<file path="config.mk">
export PLATFORM = sky130hd
export DESIGN_NAME = rtt_estimator_unit
export DESIGN_NICKNAME = d
export VERILOG_FILES = /design/src/rtl/core/rtte_pkg.sv /design/src/rtl/core/rtt_estimator_unit.sv /design/src/rtl/core/rtte_cfg.sv /design/src/rtl/core/rtte_core.sv
export SDC_FILE = /design/constraint.sdc
export NUM_CORES = 1
export LEC_CHECK = 0
export CAP_MARGIN = 25
export CORE_AREA = 2 2 247 249
export CTS_BUF_LIST = sky130_fd_sc_hd__clkbuf_8
export DETAILED_ROUTE_END_ITERATION = 7
export DIE_AREA = 0 0 249 251
export DONT_BUFFER_PORTS = 1
export HOLD_SLACK_MARGIN = 0.03
export PLACE_DENSITY_LB_ADDON = 0.05
export SLEW_MARGIN = 20
export SYNTH_ARGS = -nofsm -noshare
export SYNTH_HDL_FRONTEND = slang
export SYNTH_SLANG_ARGS = --single-unit
</file>
<file path="constraint.sdc">
create_clock -name clk -period 16.1 [get_ports clk]
set_input_delay 0.805 -clock clk [delete_from_list [all_inputs] [get_ports clk]]
set_output_delay 0.805 -clock clk [all_outputs]
set_load 0.005 [all_outputs]
</file>
<file path="src/rtl/core/rtte_pkg.sv">
// Shared types and constants for the round-trip time estimator.
package rtte_pkg;

	localparam int TIME_BITS_DEF = 24;
	localparam int FIELD_BITS = 24;
	localparam int NOW_BITS = 48;
	localparam int COUNT_BITS = 32;
	localparam int CFG_INDEX_BITS = 2;

	localparam longint unsigned LOW_BOUND_RESET = 64'd1000;
	localparam longint unsigned HIGH_BOUND_RESET = 64'd10000000;
	localparam longint unsigned FLOOR_RESET = 64'd10000;

	typedef enum logic [CFG_INDEX_BITS-1:0] {
		REG_LOW_BOUND = 2'd0,
		REG_HIGH_BOUND = 2'd1,
		REG_FLOOR = 2'd2
	} cfg_reg_t;

	typedef struct packed {
		logic accepted;
		logic [FIELD_BITS-1:0] srtt;
		logic [FIELD_BITS-1:0] rtt_variation;
		logic [FIELD_BITS-1:0] min_rtt;
		logic [FIELD_BITS-1:0] last_sample;
		logic [COUNT_BITS-1:0] round_count;
		logic have_estimate;
	} result_t;

endpackage

</file>
<file path="src/rtl/core/rtt_estimator_unit.sv">
// Top level of the round-trip time estimator.
//
// Each sample beat carries an RTT sample, the peer's ack delay and the current
// time, all in microseconds. Every sample beat yields exactly one result beat
// with an accepted flag and the estimator state after that sample: smoothed
// RTT, RTT variation, minimum RTT, last clamped sample, round count and
// whether an estimate exists yet.
// A sample beat lands in an input register; the update then runs on it and
// loads the result register, from which the result beat is offered.
// One sample per cycle is sustained while result_stall is low: the whole
// update is one pass of add, shift and compare logic between those two registers.
// When result_stall is high the result register holds its beat; a sample
// already in the input register waits there and sample_stall rises, so
// nothing is lost. Configuration writes are always ready and apply to the
// next sample that is processed. Reset clears both registers' valid flags and
// the estimator state and loads the default bounds and floor.
module rtt_estimator_unit #(
	parameter int TIME_BITS = rtte_pkg::TIME_BITS_DEF
) (
	input  logic clk,
	input  logic arst_n,
	input  logic sample_valid,
	output logic sample_stall,
	input  logic [rtte_pkg::FIELD_BITS-1:0] rtt_sample_us,
	input  logic [rtte_pkg::FIELD_BITS-1:0] ack_delay_us,
	input  logic [rtte_pkg::NOW_BITS-1:0] now_us,
	output logic result_valid,
	input  logic result_stall,
	output logic accepted,
	output logic [rtte_pkg::FIELD_BITS-1:0] smoothed_rtt_us,
	output logic [rtte_pkg::FIELD_BITS-1:0] rtt_variation_us,
	output logic [rtte_pkg::FIELD_BITS-1:0] min_rtt_us,
	output logic [rtte_pkg::FIELD_BITS-1:0] last_rtt_us,
	output logic [rtte_pkg::COUNT_BITS-1:0] round_count,
	output logic have_estimate,
	input  logic cfg_valid,
	output logic cfg_ready,
	input  logic [rtte_pkg::CFG_INDEX_BITS-1:0] cfg_index,
	input  logic [rtte_pkg::FIELD_BITS-1:0] cfg_data
);

	logic valid_s1;
	logic [rtte_pkg::FIELD_BITS-1:0] sample_s1;
	logic [rtte_pkg::FIELD_BITS-1:0] delay_s1;
	logic [rtte_pkg::NOW_BITS-1:0] now_s1;
	logic out_valid_q;
	rtte_pkg::result_t out_q;
	rtte_pkg::result_t result;
	logic out_free;
	logic advance;
	logic take;
	logic [TIME_BITS-1:0] low_bound;
	logic [TIME_BITS-1:0] high_bound;
	logic [TIME_BITS-1:0] sample_floor;

	assign cfg_ready = 1'b1;
	assign out_free = !out_valid_q || !result_stall;
	assign advance = valid_s1 && out_free;
	assign sample_stall = valid_s1 && !out_free;
	assign take = sample_valid && !sample_stall;

	rtte_cfg #(
		.TIME_BITS(TIME_BITS)
	) u_cfg (
		.clk(clk),
		.arst_n(arst_n),
		.wr_en(cfg_valid && cfg_ready),
		.wr_index(cfg_index),
		.wr_data(cfg_data),
		.low_bound(low_bound),
		.high_bound(high_bound),
		.sample_floor(sample_floor)
	);

	rtte_core #(
		.TIME_BITS(TIME_BITS)
	) u_core (
		.clk(clk),
		.arst_n(arst_n),
		.fire(advance),
		.rtt_sample_us(sample_s1),
		.ack_delay_us(delay_s1),
		.now_us(now_s1),
		.low_bound(low_bound),
		.high_bound(high_bound),
		.sample_floor(sample_floor),
		.result(result)
	);

	always_ff @(posedge clk or negedge arst_n) begin
		if (!arst_n) begin
			valid_s1 <= 1'b0;
		end else if (take) begin
			valid_s1 <= 1'b1;
		end else if (advance) begin
			valid_s1 <= 1'b0;
		end
	end

	always_ff @(posedge clk) begin
		if (take) begin
			sample_s1 <= rtt_sample_us;
			delay_s1 <= ack_delay_us;
			now_s1 <= now_us;
		end
	end

	always_ff @(posedge clk or negedge arst_n) begin
		if (!arst_n) begin
			out_valid_q <= 1'b0;
		end else if (out_free) begin
			out_valid_q <= advance;
		end
	end

	always_ff @(posedge clk) begin
		if (advance) begin
			out_q <= result;
		end
	end

	assign result_valid = out_valid_q;
	assign accepted = out_q.accepted;
	assign smoothed_rtt_us = out_q.srtt;
	assign rtt_variation_us = out_q.rtt_variation;
	assign min_rtt_us = out_q.min_rtt;
	assign last_rtt_us = out_q.last_sample;
	assign round_count = out_q.round_count;
	assign have_estimate = out_q.have_estimate;

endmodule

</file>
<file path="src/rtl/core/rtte_cfg.sv">
// Configuration registers: sample bounds and sample floor.
module rtte_cfg #(
	parameter int TIME_BITS = rtte_pkg::TIME_BITS_DEF
) (
	input  logic clk,
	input  logic arst_n,
	input  logic wr_en,
	input  logic [rtte_pkg::CFG_INDEX_BITS-1:0] wr_index,
	input  logic [rtte_pkg::FIELD_BITS-1:0] wr_data,
	output logic [TIME_BITS-1:0] low_bound,
	output logic [TIME_BITS-1:0] high_bound,
	output logic [TIME_BITS-1:0] sample_floor
);

	localparam longint unsigned TIME_MAX = (64'd1 << TIME_BITS) - 64'd1;
	// A reset bound beyond the time width accepts every sample, as the full maximum does.
	localparam longint unsigned HIGH_RESET =
		(rtte_pkg::HIGH_BOUND_RESET > TIME_MAX) ? TIME_MAX : rtte_pkg::HIGH_BOUND_RESET;

	logic [31:0] data_ext;
	logic [TIME_BITS-1:0] data_tb;
	logic [TIME_BITS-1:0] low_q;
	logic [TIME_BITS-1:0] high_q;
	logic [TIME_BITS-1:0] floor_q;

	assign data_ext = 32'(wr_data);
	assign data_tb = data_ext[TIME_BITS-1:0];

	always_ff @(posedge clk or negedge arst_n) begin
		if (!arst_n) begin
			low_q <= TIME_BITS'(rtte_pkg::LOW_BOUND_RESET);
			high_q <= TIME_BITS'(HIGH_RESET);
			floor_q <= TIME_BITS'(rtte_pkg::FLOOR_RESET);
		end else if (wr_en) begin
			case (rtte_pkg::cfg_reg_t'(wr_index))
				rtte_pkg::REG_LOW_BOUND: low_q <= data_tb;
				rtte_pkg::REG_HIGH_BOUND: high_q <= data_tb;
				rtte_pkg::REG_FLOOR: floor_q <= data_tb;
				default: ;
			endcase
		end
	end

	assign low_bound = low_q;
	assign high_bound = high_q;
	assign sample_floor = floor_q;

endmodule

</file>
<file path="src/rtl/core/rtte_core.sv">
// Estimator state and its combinational update for one sample.
module rtte_core #(
	parameter int TIME_BITS = rtte_pkg::TIME_BITS_DEF
) (
	input  logic clk,
	input  logic arst_n,
	input  logic fire,
	input  logic [rtte_pkg::FIELD_BITS-1:0] rtt_sample_us,
	input  logic [rtte_pkg::FIELD_BITS-1:0] ack_delay_us,
	input  logic [rtte_pkg::NOW_BITS-1:0] now_us,
	input  logic [TIME_BITS-1:0] low_bound,
	input  logic [TIME_BITS-1:0] high_bound,
	input  logic [TIME_BITS-1:0] sample_floor,
	output rtte_pkg::result_t result
);

	localparam int SW = TIME_BITS + 2;
	localparam int NW = rtte_pkg::NOW_BITS;

	logic have_q;
	logic [TIME_BITS-1:0] smoothed_q;
	logic [TIME_BITS-1:0] variation_q;
	logic [TIME_BITS-1:0] min_q;
	logic [TIME_BITS-1:0] last_q;
	logic [NW-1:0] round_time_q;
	logic [rtte_pkg::COUNT_BITS-1:0] round_count_q;

	logic [31:0] sample_ext;
	logic [31:0] delay_ext;
	logic [TIME_BITS-1:0] sample;
	logic [TIME_BITS-1:0] delay;
	logic ok;
	logic [TIME_BITS-1:0] clamped;
	logic [TIME_BITS-1:0] min_next;
	logic signed [SW-1:0] net;
	logic [TIME_BITS-1:0] adj;
	logic signed [SW-1:0] sm_diff;
	logic signed [SW-1:0] sm_sum;
	logic [TIME_BITS-1:0] sm_upd;
	logic signed [SW-1:0] gap;
	logic [TIME_BITS-1:0] gap_abs;
	logic signed [SW-1:0] var_diff;
	logic signed [SW-1:0] var_sum;
	logic [TIME_BITS-1:0] var_upd;
	logic [TIME_BITS-1:0] smoothed_next;
	logic [TIME_BITS-1:0] variation_next;
	logic [NW:0] round_end;
	logic new_round;
	logic [31:0] sm_out;
	logic [31:0] var_out;
	logic [31:0] min_out;
	logic [31:0] last_out;

	assign sample_ext = 32'(rtt_sample_us);
	assign delay_ext = 32'(ack_delay_us);
	assign sample = sample_ext[TIME_BITS-1:0];
	assign delay = delay_ext[TIME_BITS-1:0];

	always_comb begin
		ok = (sample >= low_bound) && (sample <= high_bound) && (delay <= high_bound);
		clamped = (sample < sample_floor) ? sample_floor : sample;

		// Later samples track the minimum; the ack delay is taken off only
		// when what remains is still above the updated minimum.
		min_next = (!have_q || clamped < min_q) ? clamped : min_q;
		net = $signed(SW'(clamped)) - $signed(SW'(delay));
		adj = (net > $signed(SW'(min_next))) ? net[TIME_BITS-1:0] : clamped;

		sm_diff = $signed(SW'(adj)) - $signed(SW'(smoothed_q));
		sm_sum = $signed(SW'(smoothed_q)) + (sm_diff >>> 3);
		sm_upd = sm_sum[TIME_BITS-1:0];

		gap = $signed(SW'(sm_upd)) - $signed(SW'(adj));
		gap_abs = (gap < 0) ? TIME_BITS'(-gap) : gap[TIME_BITS-1:0];
		var_diff = $signed(SW'(gap_abs)) - $signed(SW'(variation_q));
		var_sum = $signed(SW'(variation_q)) + (var_diff >>> 2);
		var_upd = var_sum[TIME_BITS-1:0];

		if (!ok) begin
			smoothed_next = smoothed_q;
			variation_next = variation_q;
		end else if (!have_q) begin
			smoothed_next = clamped;
			variation_next = clamped >> 1;
		end else begin
			smoothed_next = sm_upd;
			variation_next = var_upd;
		end

		round_end = (NW+1)'(round_time_q) + (NW+1)'(smoothed_next);
		new_round = ok && ((NW+1)'(now_us) > round_end);
	end

	always_ff @(posedge clk or negedge arst_n) begin
		if (!arst_n) begin
			have_q <= 1'b0;
			smoothed_q <= '0;
			variation_q <= '0;
			min_q <= '0;
			last_q <= '0;
			round_time_q <= '0;
			round_count_q <= '0;
		end else if (fire && ok) begin
			have_q <= 1'b1;
			smoothed_q <= smoothed_next;
			variation_q <= variation_next;
			min_q <= min_next;
			last_q <= clamped;
			if (new_round) begin
				round_time_q <= now_us;
				round_count_q <= round_count_q + 1'b1;
			end
		end
	end

	// The result shows the state as it stands after this sample.
	assign sm_out = 32'(smoothed_next);
	assign var_out = 32'(variation_next);
	assign min_out = 32'(ok ? min_next : min_q);
	assign last_out = 32'(ok ? clamped : last_q);

	always_comb begin
		result.accepted = ok;
		result.srtt = sm_out[rtte_pkg::FIELD_BITS-1:0];
		result.rtt_variation = var_out[rtte_pkg::FIELD_BITS-1:0];
		result.min_rtt = min_out[rtte_pkg::FIELD_BITS-1:0];
		result.last_sample = last_out[rtte_pkg::FIELD_BITS-1:0];
		result.round_count = new_round ? round_count_q + 1'b1 : round_count_q;
		result.have_estimate = have_q || ok;
	end

endmodule
</file>
==> flow_summary.toml <==
[synth]
ys_warn_count = 0
netlist_area_sq_mm = 0.0326
synthFlopType = "dfrtp_1"
synthDistinctLibCells = 99
avgSynthCellArea_sq_um = 10.1
yosysSeqAreaShare_pct = 40.1
ys_ff_latch = 477
synth_nets = 3726
synth_cells = 3234
postSynth.asyncResetShare_pct = 52.6
synth_edf_count = 226

[drt]
vias = 26400
drt_iter0_markers = 1599
postRouteAntennaNets = 0
viasPerCell = 5.79
drc = 0
wl_mm = 97.9
dr.pass1.iters = 6
routedWlPerCell_um = 21.5

[setup_path]
cpPeakStageDelay_ns = 0.53
crit_path_max_fanout = 11
path_class = "reg -> reg"
startpoint_type = "register"
required_ns = 16.53
r2r-start = "sample_s1[20]$_DFFE_PP_"
cp.arrival_ns = 16.30
endpoint_kind = "register"
ff2ff_path_depth = 79
ff2ff_setup_slack_ns = 0.23
regToRegEndpoint = "rtt_variation_us[23]$_DFFE_PP_"
crit_buf_inv = 12
cp_slowest_cell = "or4_4"
crit_family = "compound AO/OA/AOI/OAI gates"

[die]
dieArea_sq_mm = 0.0625
die_height_um = 251
die_width_um = 249
io_pins = 260
rows = 90
start_util_pct = 54.6
core_sq_mm = 0.0598

[placed_design]
dp_slack_ns = -0.964
dp_hpwl_mm = 75.1
port-buffer-count = 0
gp_congestion = 1.01
place_inst = 4363

[timing]
timing.fmax_ghz = 0.0630
final.setup.tns_ns = 0
fin_ws_ns = 0.230
fin_crit_sh_pct = 98.6
slew-limit-headroom_pct = 33.5
slew_viol_final = 0
clock_skew_ns = 0.0452
rsz0062_at_grt = "yes"
hold_violations = 0
finalSetupViolations = 0
tightest_slew_ns = 0.997
layout_min_cycle_time_ns = 15.87

[cts]
cts_tree = "yes"
clk_path_buf_depth = 3
clk_latency_ns = 0.70
ctsRootBufferMaster = "clkbuf_8"
numCtsBuffers = 83
cts.sinks = 477
cts.clk_slew.worst_paths_ns = 0.06
cts_max_level = 3

[grt]
grtUsageTotal_pct = 30.7
grt_pass1_vias = 26500
antenna_found_initial = 5
grt_pass1_wl_mm = 149
grt_max_degree = 246
grt_overflow = 0

[layout]
final_nets = 4198
n_fill_cell = 4725
fin_cells = 4562
layout_common_cells = "458 x buf_4, 344 x ha_1, 287 x inv_1"
drive_gt1_share_pct = 24.1
syn_to_final_growth_pct = 20.9
layout_commonest_cell = "buf_4"

[hold_path]
worst_hold_path_type = "in -> async"

[status]
outcome = "complete, no violations"

[job]
drv_cap = 0
-- layout make-up --
class | count | area, sq um | area share, %
multi-input cells | 2401 | 18900 | 47.8
inverters | 270 | 1010 | 2.57
well taps | 782 | 978 | 2.48
clock inverters | 66 | 522 | 1.32
flip-flops and latches | 477 | 13100 | 33.2
clock buffers | 90 | 1240 | 3.14
repair buffers | 473 | 3740 | 9.48
diodes | 3 | 7.51 | 0.0190
-- cell usage after synthesis, drive strengths merged, types with 9 or more instances --
cell type	number	area [sq um]
or3	15	93.8
clkbuf	35	131
edfxtp	226	6790
o211ai	19	148
dfstp	19	499
inv	269	1010
o21a	60	450
nor4	10	62.6
mux2	135	1530
nand3	75	395
xor2	45	394
a21boi	12	93.8
nor2	231	867
nand2b	27	169
or2	9	56.3
o21ai	165	826
buf	51	303
a2111oi	10	114
ha	360	4500
xnor2	196	1720
and2	24	150
nor2b	32	200
mux2i	97	1060
o21bai	20	150
o31ai	10	75.1
and3	30	188
a21o	105	788
dfrtp	232	5810
nand4	68	425
a211o	10	87.6
and4	15	134
a21oi	236	1190
a31oi	21	146
a211oi	10	75.1
nand2	206	781
nor3	53	282
-- flip-flops by register name (all words and copies together), names as in the netlist --
register	cells
accepted	1
delay_s1	24
have_estimate	1
last_rtt_us	24
min_rtt_us	24
now_s1	48
result_valid	1
round_count	32
rtt_variation_us	24
sample_s1	24
smoothed_rtt_us	24
u_cfg.high_bound	24
u_cfg.low_bound	24
u_cfg.sample_floor	24
u_core.have_q	1
u_core.last_q	24
u_core.min_q	24
u_core.round_count_q	32
u_core.round_time_q	48
u_core.smoothed_q	24
u_core.variation_q	24
valid_s1	1
-- how the worst max path moves through the flow --
stage                                  startpoint                              to  slack, ns  cells after the start
after floorplan           sample_s1[23]$_DFFE_PP_  rtt_variation_us[23]$_DFFE_PP_      0.006                     74
after global placement    sample_s1[19]$_DFFE_PP_  rtt_variation_us[23]$_DFFE_PP_      -0.49                     81
after detailed placement  sample_s1[19]$_DFFE_PP_  rtt_variation_us[23]$_DFFE_PP_      -0.96                     80
after CTS                 sample_s1[19]$_DFFE_PP_  rtt_variation_us[23]$_DFFE_PP_      0.007                     76
after global routing      sample_s1[15]$_DFFE_PP_  rtt_variation_us[23]$_DFFE_PP_      -0.48                     82
final                     sample_s1[20]$_DFFE_PP_  rtt_variation_us[23]$_DFFE_PP_       0.23                     79
-- stage by stage --
step / util (%) / hold WS, ns / instance area (sq um)
floorplan: - / 0.451 / 32700
global placement: 61.1 / 0.462 / 36500
detailed placement: 61.1 / 0.471 / 36500
CTS: 64.4 / 0.146 / 38500
global route: 66.0 / 0.118 / 39500
finish: 66.0 / 0.0923 / 39500
-- metal layers --
metal | global-route usage [%] | wire (um) | vias up
met1 | 41.2 | 43700 | 12900
met5 | 0 | 16 | -
met4 | 11.7 | 3700 | 2
li1 | - | - | 12700
met2 | 49.5 | 44900 | 715
met3 | 5.61 | 5630 | 169
-- cells by family (layout without fill, tap and decap cells) --
family	after synthesis	in the layout	share of synthesized area [%]
AND/OR/NAND/NOR	824	824	12.4
flip-flops	477	477	40.1
other	1	4	0.0115
XOR/XNOR	241	241	6.47
adder cells (fa/ha/maj)	365	365	14.1
multiplexers	232	232	7.94
AO/OA/AOI/OAI	738	738	14.5
buffers and inverters	356	899	4.44
-- repair_timing --
item | 4_1_cts | 5_1_grt
hold buffers | 2 | 0
cloned | 0 | 3
buffers inserted | 4 | 32
setup endpoints to repair | 75 | 146
resized for setup | 40 | 117
pin swaps | 12 | 84
hold endpoints to repair | 245 | 0
Power is left out: the tool's default activity adds up to more than one toggle a clock period on the data nets, which glitch-free logic cannot reach.
